## src/hcfp_pkg.sv

```systemverilog
// Package for the hex command frame parser.
// Holds result kinds, character constants, the result types and the hex decode function.
// No dependencies.
package hcfp_pkg;

  localparam int unsigned FRAME_LENGTH = 5;
  localparam int unsigned DIGIT_COUNT  = FRAME_LENGTH - 1;
  localparam int unsigned POS_W        = $clog2(FRAME_LENGTH);
  localparam int unsigned DIGIT_IDX_W  = $clog2(DIGIT_COUNT);

  localparam logic [7:0] CHAR_0     = 8'h30;
  localparam logic [7:0] CHAR_9     = 8'h39;
  localparam logic [7:0] CHAR_UC_A  = 8'h41;
  localparam logic [7:0] CHAR_UC_F  = 8'h46;
  localparam logic [7:0] CHAR_LC_A  = 8'h61;
  localparam logic [7:0] CHAR_LC_F  = 8'h66;
  localparam logic [3:0] NIBBLE_TEN = 4'd10;

  typedef enum logic [1:0] {
    KIND_COMMAND = 2'd0,
    KIND_ECHO    = 2'd1,
    KIND_MISSED  = 2'd2,
    KIND_WRONG   = 2'd3
  } hcfp_kind_t;

  typedef struct packed {
    hcfp_kind_t  kind;
    logic [7:0]  cmd;
    logic [15:0] value;
    logic [39:0] frame;
    logic        last;
  } hcfp_result_t;

  typedef struct packed {
    logic [1:0]   count;
    hcfp_result_t first;
    hcfp_result_t second;
  } hcfp_step_t;

  // {is_hex, nibble}
  function automatic logic [4:0] hex_decode(input logic [7:0] c);
    logic [7:0] d_dig;
    logic [7:0] d_uc;
    logic [7:0] d_lc;
    logic [4:0] r;
    d_dig = c - CHAR_0;
    d_uc  = c - CHAR_UC_A;
    d_lc  = c - CHAR_LC_A;
    if (c >= CHAR_0 && c <= CHAR_9) begin
      r = {1'b1, d_dig[3:0]};
    end else if (c >= CHAR_UC_A && c <= CHAR_UC_F) begin
      r = {1'b1, NIBBLE_TEN + d_uc[3:0]};
    end else if (c >= CHAR_LC_A && c <= CHAR_LC_F) begin
      r = {1'b1, NIBBLE_TEN + d_lc[3:0]};
    end else begin
      r = 5'd0;
    end
    return r;
  endfunction

endpackage

```

## src/hcfp_if.sv

```systemverilog
// Channel interfaces for the hex command frame parser: received bytes in, results out.
// Valid/ready handshake; no dependencies.
interface hcfp_in_if;
  logic       valid;
  logic       ready;
  logic [7:0] rx_byte;

  modport source (output valid, output rx_byte, input ready);
  modport sink   (input valid, input rx_byte, output ready);
endinterface

interface hcfp_out_if;
  logic        valid;
  logic        ready;
  logic [1:0]  result_kind;
  logic [7:0]  command_char;
  logic [15:0] command_value;
  logic [39:0] echo_frame;
  logic        last_of_run;

  modport source (output valid, output result_kind, output command_char,
                  output command_value, output echo_frame, output last_of_run,
                  input ready);
  modport sink   (input valid, input result_kind, input command_char,
                  input command_value, input echo_frame, input last_of_run,
                  output ready);
endinterface

```

## src/hcfp_parse.sv

```systemverilog
// Frame tracker and parser: holds frame position and bytes, decodes one byte per step.
// Depends on hcfp_pkg.
module hcfp_parse (
  input  logic               clk,
  input  logic               rst_n,
  input  logic               step,
  input  logic [7:0]         rx_byte,
  input  logic               echo_en,
  output hcfp_pkg::hcfp_step_t res
);
  import hcfp_pkg::*;

  logic [POS_W-1:0]       pos_r;
  logic [POS_W-1:0]       pos_nxt;
  logic [POS_W-1:0]       pos_eff;
  logic [POS_W-1:0]       pos_m1;
  logic [7:0]             cmd_r;
  logic [7:0]             digit_r [DIGIT_COUNT];
  logic [7:0]             dig     [DIGIT_COUNT];
  logic [4:0]             dec     [DIGIT_COUNT];
  logic [4:0]             byte_dec;
  logic                   all_ok;
  logic [15:0]            value;
  logic [DIGIT_IDX_W-1:0] widx;
  hcfp_result_t           parsed;
  hcfp_result_t           echo;

  assign pos_eff  = (pos_r >= POS_W'(FRAME_LENGTH)) ? '0 : pos_r;
  assign pos_m1   = pos_eff - POS_W'(1);
  assign widx     = pos_m1[DIGIT_IDX_W-1:0];
  assign byte_dec = hex_decode(rx_byte);

  always_comb begin
    for (int i = 0; i < DIGIT_COUNT - 1; i++) begin
      dig[i] = digit_r[i];
    end
    dig[DIGIT_COUNT-1] = rx_byte;
    all_ok = 1'b1;
    value  = '0;
    for (int i = 0; i < DIGIT_COUNT; i++) begin
      dec[i] = hex_decode(dig[i]);
      all_ok = all_ok & dec[i][4];
      value  = {value[11:0], dec[i][3:0]};
    end
  end

  always_comb begin
    echo.kind  = KIND_ECHO;
    echo.cmd   = cmd_r;
    echo.value = '0;
    echo.frame = {cmd_r, dig[0], dig[1], dig[2], dig[3]};
    echo.last  = 1'b0;
    parsed.value = '0;
    parsed.frame = '0;
    parsed.last  = 1'b1;
    if (all_ok) begin
      parsed.kind  = KIND_COMMAND;
      parsed.cmd   = cmd_r;
      parsed.value = value;
    end else begin
      parsed.kind = KIND_WRONG;
      parsed.cmd  = '0;
    end
  end

  always_comb begin
    res.count  = 2'd0;
    res.first  = parsed;
    res.second = parsed;
    pos_nxt    = pos_eff;
    if (pos_eff == '0) begin
      if (byte_dec[4]) begin
        res.count       = 2'd1;
        res.first.kind  = KIND_MISSED;
        res.first.cmd   = '0;
        res.first.value = '0;
        res.first.frame = '0;
        res.first.last  = 1'b1;
      end else begin
        pos_nxt = POS_W'(1);
      end
    end else if (pos_eff == POS_W'(FRAME_LENGTH - 1)) begin
      pos_nxt = '0;
      if (echo_en) begin
        res.count = 2'd2;
        res.first = echo;
      end else begin
        res.count = 2'd1;
      end
    end else begin
      pos_nxt = pos_eff + POS_W'(1);
    end
  end

  always_ff @(posedge clk) begin
    if (!rst_n) begin
      pos_r <= '0;
    end else if (step) begin
      pos_r <= pos_nxt;
    end
  end

  always_ff @(posedge clk) begin
    if (step) begin
      if (pos_eff == '0) begin
        if (!byte_dec[4]) begin
          cmd_r <= rx_byte;
        end
      end else begin
        digit_r[widx] <= rx_byte;
      end
    end
  end

endmodule

```

## src/hex_command_frame_parser_core.sv

```systemverilog
// Hex command frame parser: frames received bytes as a command character plus four
// hex digits and reports parsed commands, echoes and errors.
// Depends on hcfp_pkg, hcfp_in_if, hcfp_out_if and hcfp_parse.
//
// Usage:
//   in_ch   carries one received byte per transfer (rx_byte).
//   out_ch  carries one result per transfer: kind, command, value, echo frame and
//           last_of_run, which marks the final result caused by one input byte.
//   cfg_we/cfg_wdata write echo_enable; write only while the block is idle.
// Timing:
//   A byte is registered on its transfer and decoded into the output register once
//   that register is free and no result is pending, so its first result is offered
//   from the output register.
//   One byte is taken per cycle while the output is free and no result is pending.
//   A frame-ending byte with echo enabled yields two results, held in the output
//   register and one pending register; decode stalls until the pending one moves.
// Reset: frame position returns to waiting for a command, echo is off, no results.
// Stall: while out_ch is not ready the output and pending registers hold, the
//   input register fills, and in_ch ready drops.
module hex_command_frame_parser_core (
  input  logic       clk,
  input  logic       rst_n,
  hcfp_in_if.sink    in_ch,
  hcfp_out_if.source out_ch,
  input  logic       cfg_we,
  input  logic       cfg_wdata
);
  import hcfp_pkg::*;

  logic         in_v_r;
  logic [7:0]   in_byte_r;
  logic         echo_en_r;
  logic         out_v_r;
  hcfp_result_t out_res_r;
  logic         pend_v_r;
  hcfp_result_t pend_res_r;
  logic         out_free;
  logic         go;
  hcfp_step_t   step_res;

  assign out_free    = !out_v_r || out_ch.ready;
  assign go          = in_v_r && !pend_v_r && out_free;
  assign in_ch.ready = !in_v_r || go;

  hcfp_parse u_parse (
    .clk     (clk),
    .rst_n   (rst_n),
    .step    (go),
    .rx_byte (in_byte_r),
    .echo_en (echo_en_r),
    .res     (step_res)
  );

  always_ff @(posedge clk) begin
    if (!rst_n) begin
      in_v_r    <= 1'b0;
      echo_en_r <= 1'b0;
      out_v_r   <= 1'b0;
      pend_v_r  <= 1'b0;
    end else begin
      if (cfg_we) begin
        echo_en_r <= cfg_wdata;
      end
      if (in_ch.ready) begin
        in_v_r <= in_ch.valid;
      end
      priority if (pend_v_r && out_free) begin
        out_v_r  <= 1'b1;
        pend_v_r <= 1'b0;
      end else if (go && step_res.count != 2'd0) begin
        out_v_r  <= 1'b1;
        pend_v_r <= (step_res.count == 2'd2);
      end else if (out_ch.ready) begin
        out_v_r <= 1'b0;
      end
    end
  end

  always_ff @(posedge clk) begin
    if (in_ch.ready && in_ch.valid) begin
      in_byte_r <= in_ch.rx_byte;
    end
    priority if (pend_v_r && out_free) begin
      out_res_r <= pend_res_r;
    end else if (go && step_res.count != 2'd0) begin
      out_res_r  <= step_res.first;
      pend_res_r <= step_res.second;
    end
  end

  assign out_ch.valid         = out_v_r;
  assign out_ch.result_kind   = out_res_r.kind;
  assign out_ch.command_char  = out_res_r.cmd;
  assign out_ch.command_value = out_res_r.value;
  assign out_ch.echo_frame    = out_res_r.frame;
  assign out_ch.last_of_run   = out_res_r.last;

endmodule
```

## src/flat_wrapper.sv

```systemverilog
// flat-port wrapper written by rule: the top's interface ports become plain ports
module hex_command_frame_parser_core_flat import hcfp_pkg::*;
  (clk, rst_n, cfg_we, cfg_wdata, in_ch_valid, in_ch_rx_byte, in_ch_ready, out_ch_valid, out_ch_result_kind, out_ch_command_char, out_ch_command_value, out_ch_echo_frame, out_ch_last_of_run, out_ch_ready);
  hcfp_in_if in_ch_i ();
  hcfp_out_if out_ch_i ();
  input  logic clk;
  input  logic rst_n;
  input  logic cfg_we;
  input  logic cfg_wdata;
  input wire logic [$bits(in_ch_i.valid)-1:0] in_ch_valid;
  input wire logic [$bits(in_ch_i.rx_byte)-1:0] in_ch_rx_byte;
  output wire logic [$bits(in_ch_i.ready)-1:0] in_ch_ready;
  output wire logic [$bits(out_ch_i.valid)-1:0] out_ch_valid;
  output wire logic [$bits(out_ch_i.result_kind)-1:0] out_ch_result_kind;
  output wire logic [$bits(out_ch_i.command_char)-1:0] out_ch_command_char;
  output wire logic [$bits(out_ch_i.command_value)-1:0] out_ch_command_value;
  output wire logic [$bits(out_ch_i.echo_frame)-1:0] out_ch_echo_frame;
  output wire logic [$bits(out_ch_i.last_of_run)-1:0] out_ch_last_of_run;
  input wire logic [$bits(out_ch_i.ready)-1:0] out_ch_ready;
  assign in_ch_i.valid = in_ch_valid;
  assign in_ch_i.rx_byte = in_ch_rx_byte;
  assign in_ch_ready = in_ch_i.ready;
  assign out_ch_valid = out_ch_i.valid;
  assign out_ch_result_kind = out_ch_i.result_kind;
  assign out_ch_command_char = out_ch_i.command_char;
  assign out_ch_command_value = out_ch_i.command_value;
  assign out_ch_echo_frame = out_ch_i.echo_frame;
  assign out_ch_last_of_run = out_ch_i.last_of_run;
  assign out_ch_i.ready = out_ch_ready;
  hex_command_frame_parser_core u_core (.clk(clk), .rst_n(rst_n), .in_ch(in_ch_i), .out_ch(out_ch_i), .cfg_we(cfg_we), .cfg_wdata(cfg_wdata));
endmodule
```

## config.mk

```make
export PLATFORM = sky130hd
export DESIGN_NAME = hex_command_frame_parser_core_flat
export DESIGN_NICKNAME = d
export VERILOG_FILES = /design/src/hcfp_pkg.sv /design/src/hcfp_if.sv /design/src/hcfp_parse.sv /design/src/hex_command_frame_parser_core.sv /design/src/flat_wrapper.sv
export SDC_FILE = /design/constraint.sdc
export NUM_CORES = 1
export LEC_CHECK = 0
export ABC_AREA = 0
export BUFFER_PORTS_ARGS = -buffer_cell sky130_fd_sc_hd__buf_2
export CAP_MARGIN = 0
export CORE_MARGIN = 2
export CORE_UTILIZATION = 57
export DETAILED_ROUTE_END_ITERATION = 10
export GPL_TIMING_DRIVEN = 0
export PLACE_DENSITY = 0.79
export SLEW_MARGIN = 5
export SYNTH_ARGS = -nofsm -noshare
export SYNTH_HDL_FRONTEND = slang
export SYNTH_SLANG_ARGS = --single-unit
export TNS_END_PERCENT = 30
```

## constraint.sdc

```tcl
create_clock -name clk -period 4.21 [get_ports clk]
set_input_delay 0.842 -clock clk [delete_from_list [all_inputs] [get_ports clk]]
set_output_delay 0.842 -clock clk [all_outputs]
set_load 0.01 [all_outputs]
```

# ---- Word-level counts from Yosys, hierarchy flattened
# Memories as Yosys holds them, arrays and structs flattened.
# Cells that the tools add are included.
dict set report classes {
  n_eq_ne 2
  n_mux 31
  magnitude_cmp 25
  reduce_logical 29
  add_sub_neg 22
  shift 0
  multipliers 0
  div 0
  bitwise 6
}
# op n
set ops {}
lappend ops {{$mux 67} 3}
lappend ops {{$mux 69} 2}
lappend ops {{$mux 68} 1}
lappend ops {{$ge 8x7->1 const B} 8}
lappend ops {{$le 8x7->1 const B} 8}
lappend ops {{$mux 5} 12}
lappend ops {{$sub 4x1->4 const B} 12}
lappend ops {{$add 4x4->4 const A} 8}
lappend ops {{$ge 8x6->1 const B} 4}
lappend ops {{$le 8x6->1 const B} 4}
lappend ops {{$logic_and 1x1->1} 17}
lappend ops {{$mux 16} 1}
lappend ops {{$mux 3} 4}
lappend ops {{$mux 10} 1}
lappend ops {{$mux 1} 6}
lappend ops {{$reduce_bool 2->1} 2}
lappend ops {{$add 3x1->3 const B} 1}
lappend ops {{$and 1x1->1} 3}
lappend ops {{$eq 3x3->1 const B} 1}
lappend ops {{$ge 3x3->1 const B} 1}
lappend ops {{$logic_not 1->1} 3}
lappend ops {{$logic_not 3->1} 1}
lappend ops {{$not 1->1} 3}
lappend ops {{$reduce_and 3->1} 1}
lappend ops {{7 further kinds} 8}
dict set report totals {
  in_bits 14
  mem_bits_ro 0
  elab_cells 131
  mem_bits_rw 32
  latchBits 0
  regBits 116
  mem_count 1
  output_inout_bits 69
}
# memory words width read_ports rd_clocked_by_memory_dff wr line_no
set mem_list {}
lappend mem_list {u_core.u_parse.digit_r 4 8 3 0 1 hcfp_parse.sv:18} ;# logic [7:0] digit_r [DIGIT_COUNT];

# ---- Longest topological paths before layout
# An unclocked memory read counts as a cell.
dict set report depth {
  ltp_word 17
  mapped_depth 9
  depth_no_buf 7
}

# ---- Hierarchy
# A second synthesis with hierarchy kept.
dict set report unflattened {
  hier_cells 542
  hier_area_um2 8134.1
}
# mod area_each_um2 cells_each seq_area_each_um2 instances
set modules_own_cells {}
lappend modules_own_cells {hex_command_frame_parser_core 5348.9 240 4344.2 1}
lappend modules_own_cells {hcfp_parse 2785.2 302 1021.0 1}

# ---- Worst setup path after synthesis
# OpenSTA, ideal clock, no wires.
dict set report synth_path {
  path_kind {input-to-reg}
  from {in out_ch_ready}
  to {reg u_core.out_res_r (netlist bit u_core.out_ch.command_char[0]), enable pin}
  setup_ps 429
  t_required_ps 3781
  arrival_ps 3381
  n_path_buf 1
  path_stages 5
  slack_ps 400
  path_cell_list {nand2b_1 -> and3_1 -> clkbuf_1 -> o311a_2 -> or2_1}
}
dict set report synth_between {
  elab_chain_len 4
  word_cells_on_any_way 5
  cone_classes {5 x reduce/logical}
}
# element line_no
set synth_lines {}
lappend synth_lines {{from (decl)} flat_wrapper.sv:19} ;# input wire logic [$bits(out_ch_i.ready)-1:0] out_ch_ready;
lappend synth_lines {{$logic_or 1x1->1 (*)} hex_command_frame_parser_core.sv:41} ;# assign out_free = !out_v_r || out_ch.ready;
lappend synth_lines {{$logic_and 1x1->1} hex_command_frame_parser_core.sv:42} ;# assign go = in_v_r && !pend_v_r && out_free;
lappend synth_lines {{$logic_and 1x1->1} hex_command_frame_parser_core.sv:85} ;# end else if (go && step_res.count != 2'd0) begin
lappend synth_lines {{$reduce_bool 2->1 (no line) (*)} -}
lappend synth_lines {{to (signal assigned)} hex_command_frame_parser_core.sv:84} ;# out_res_r <= pend_res_r;
lappend synth_lines {{to (signal assigned)} hex_command_frame_parser_core.sv:86} ;# out_res_r <= step_res.first;
lappend synth_lines {{to (decl)} hex_command_frame_parser_core.sv:34} ;# hcfp_result_t out_res_r;
# Every way passes the cells marked *; elsewhere a longest branch is shown, timed or not.
# A chain may end at the register's enable or synchronous reset.

# ---- Worst setup path after layout
dict set report layout_path {
  from {reg u_core.in_byte_r[0]}
  to {reg u_core.out_res_r (netlist bit u_core.out_ch.echo_frame[13]), enable pin}
}
dict set report layout_between {
  elab_chain_len 10
  word_cells_on_any_way 17
  cone_classes {6 x order compare; 5 x mux; 6 x reduce/logical}
}
# element line_no
set layout_lines {}
lappend layout_lines {{from (decl)} hex_command_frame_parser_core.sv:31} ;# logic [7:0] in_byte_r;
lappend layout_lines {{from (signal assigned)} hex_command_frame_parser_core.sv:81} ;# in_byte_r <= in_ch.rx_byte;
lappend layout_lines {{$ge 8x7->1 or $le 8x7->1 (tied branches)} hcfp_pkg.sv:53} ;# end else if (c >= CHAR_LC_A && c <= CHAR_LC_F) begin
lappend layout_lines {{$logic_and 1x1->1} hcfp_pkg.sv:53}
lappend layout_lines {{$mux 5} hcfp_pkg.sv:53}
lappend layout_lines {{$mux 5} hcfp_pkg.sv:51} ;# end else if (c >= CHAR_UC_A && c <= CHAR_UC_F) begin
lappend layout_lines {{$mux 5 (*)} hcfp_pkg.sv:49} ;# if (c >= CHAR_0 && c <= CHAR_9) begin
lappend layout_lines {{$mux 68 (*)} hcfp_parse.sv:72} ;# if (byte_dec[4]) begin
lappend layout_lines {{$mux 69 (*)} hcfp_parse.sv:71} ;# if (pos_eff == '0) begin
lappend layout_lines {{$reduce_bool 2->1 (*)} hex_command_frame_parser_core.sv:85}
lappend layout_lines {{$logic_and 1x1->1 (*)} hex_command_frame_parser_core.sv:85}
lappend layout_lines {{$reduce_bool 2->1 (no line) (*)} -}
# Marked as above.

==> impl_metrics.toml <==
[synthesis]
synth-simple-area-share = 0.1294
synth_nets = 453
ys_seq_area_frac = 0.6725
synth_edf_count = 132
synth_top_family_by_area = "simple AND/OR/NAND/NOR gates"
synth_top_area_frac = 0.6496
ys_ff_latch = 139
syn_inst = 422
synthFlopType = "edfxtp_1"
synth.most_common_cell = "edfxtp_1"
synthAdderAreaFrac = 0.03486
avgSynthCellArea_sq_um = 14.46
yosysUniqueCellTypes = 62
synth_commonest_cells = "edfxtp_1, nor2_1, nand2_1"
synthArstFlopShare = 0
yosysWarningCount = 0
synthXorXnorAreaFrac = 0.005741
synth_mux_area_frac = 0.008202
synth_top_area_cell = "edfxtp_1"
synthTopCellsByArea = "edfxtp_1, ha_1, o31ai_4"
synthesis.area_sq_um = 6102
synth_compound_area_frac = 0.1140

[placed_design]
dpl_cell_area_sq_um = 6685
gp_congestion = 0.8377
hpwl_um = 7964
portBuffers = 82
dp.cells = 640

[drt]
drt_first_pass_iters = 5
post_drt_via_cell_ratio = 5.580
drt_first_iter_violations = 277
ant_nets = 0
wirelength_um = 11900
drc_errors = 0
wl_per_cell_um = 17.71
vias = 3750

[finish]
final_cells = 672
final_area_sq_um = 7271
drive_above_1_share = 0.2873
layout.nets = 554
num_antenna_cells = 0
synthToLayoutAreaGrowth_pct = 19.15

[clock_network]
cts_buffers = 17
root_buffer = "clkbuf_8"
postCtsResizedCells = 0
h-tree-depth = 4
post_cts_buffers = 0
clk_pin_slew_ns = 0.06
cts_sinks = 139
cts_tree = "done"
clockBufferDepth = 2
clkLatencyLatePin_ns = 0.53
ctsHoldBuffers = 0

[pwr]
p_comb_frac = 0.028
power_leakage_nw = 2.924
seqPwrFrac = 0.505
swShare = 0.2013
internal-power_w = 0.002439
p_clk_frac = 0.467
vdd_drop_max_uv = 264.9
power_density_nw_per_um2 = 420.1
p_sw_w = 0.0006150

[timing]
fmax_mhz = 301.9
setup_viol = 0
finalHoldViolations = 0
post-route-period-util = 0.7869
drv_slew = 0
rsz0062_at_grt = "no"
finalCriticalPeriod_ns = 3.313
slew-limit-headroom = 0.3934
fin_worst_skew_ns = 0.008453
worstMarginPinSlew_ns = 0.9100
finalSetupTns_ns = 0

[floorplan]
rows = 37
die_x_um = 107.5
ios = 83
fp.dieArea_sq_um = 11550
initial_core_util = 0.5884
die_y_um = 107.5
core_area_sq_um = 10370

[global_routing]
grt_max_degree = 68
overflow = 0
gr-usage-all-layers = 0.2245
top_usage_layer = "met2"
use_met3 = 0.06235
antenna_found_initial = 0
use_met2 = 0.3689
grt_use_met1 = 0.2788
grt_pass1_wl_um = 19070
grt_pass1_vias = 3777

[worst_setup_path]
critPathRequiredTime_ns = 4.36
path_class = "flop to flop"
crit_arrival_ns = 3.46
crit_path_end_kind = "flop"
critPathMaxFanout = 67
start_kind = "flop"

[worst_hold_path]
hold_class = "primary input to flop"

[job]
drv_cap = 0

[run_status]
status = "finished, final reports clean"
==> power by group through the flow <==
stage	clock network (W)	logic, W	registers (W)
after global placement	0	0.0000810	0.00157
after floorplan	0	0.0000561	0.00157
after CTS	0.00145	0.0000858	0.00154
after global routing	0.00150	0.0000951	0.00155
final	0.00143	0.0000854	0.00154
after detailed placement	0	0.0000848	0.00157
==> placed cells by master, fill, tap and decap left out, drive strengths merged, types with 5 or more instances in the layout <==
cell | netlist | routed
edfxtp | 132 | 132
buf | 6 | 88
nor2 | 47 | 47
nand2 | 32 | 32
clkbuf | 7 | 30
and3 | 28 | 28
inv | 26 | 26
ha | 17 | 17
o31ai | 16 | 16
a21oi | 11 | 11
o21ai | 10 | 10
o41ai | 8 | 8
nand3 | 8 | 8
nor2b | 7 | 7
dfxtp | 7 | 7
clkinv | 0 | 6
mux2i | 5 | 5
nor3b | 5 | 5
==> registers in the layout, summed over array words and instances, names as in the netlist, 2 cells and up <==
name / cells
u_core.out_ch.command_char: 8
u_core.u_parse.digit_r: 24
u_core.u_parse.pos_r: 3
u_core.out_ch.result_kind: 2
u_core.u_parse.cmd_r: 8
u_core.pend_res_r: 25
u_core.out_ch.command_value: 16
u_core.out_ch.echo_frame: 40
u_core.in_byte_r: 8
==> metal layers <==
metal  vias to the layer above  part of all wire
li1                       1780                 -
met1                      1817              0.42
met2                       134              0.50
met3                        19             0.054
met4                         0             0.021
met5                         -                 0
==> logic make-up (layout without fill, tap and decap cells) <==
family | Yosys count | after routing
AOI/OAI and AO/OA | 70 | 70
xor gates and xnor gates | 4 | 4
adders and majority gates | 17 | 17
buffers and inverters | 42 | 156
DFF | 139 | 139
muxes | 5 | 5
and+or+nand+nor | 145 | 145
==> critical path: stages (launching register included) <==
cell and delay, ns:
edfxtp_1 0.58, inv_1 0.18, ha_1 0.27, or3b_1 0.17, and3_4 0.22, o311a_2 0.62
or2_4 0.81
==> stage by stage <==
stage	util	setup WS [ns]	total power (W)	hold slack [ns]
4_1_cts	0.7011	0.9115	0.003075	0.4627
5_1_grt	0.7011	0.7023	0.003144	0.4692
6_report	0.7011	0.8972	0.003054	0.4849
3_3_place_gp	0.6444	-0.3862	0.001653	0.4954
3_5_place_dp	0.6447	0.7732	0.001657	0.5096
2_1_floorplan	-	0.4002	0.001622	0.4738
==> path summary, 6_finish.rpt <==
path,start,endpoint,slack [ns],cells past startpoint
max,u_core.in_byte_r[0],u_core.out_ch.echo_frame[13],0.90,6
min reg2reg,u_core.pend_res_r[60],u_core.out_ch.command_char[3],0.52,2
max reg2reg,u_core.in_byte_r[0],u_core.out_ch.echo_frame[13],0.90,6
min,in_ch_rx_byte[0],u_core.in_byte_r[0],0.48,1
==> area by class of cell <==
cell class	instances	area, sq um
multi-input combinational	241	1785
inverter	26	97.59
clock buffer	23	499.2
fill	717	3099
tap	136	170.2
timing repair buffer	82	410.4
buffer	16	117.6
sequential	139	4104
clock inverter	9	86.33
Note: power is estimated with default switching activity, not from simulation.
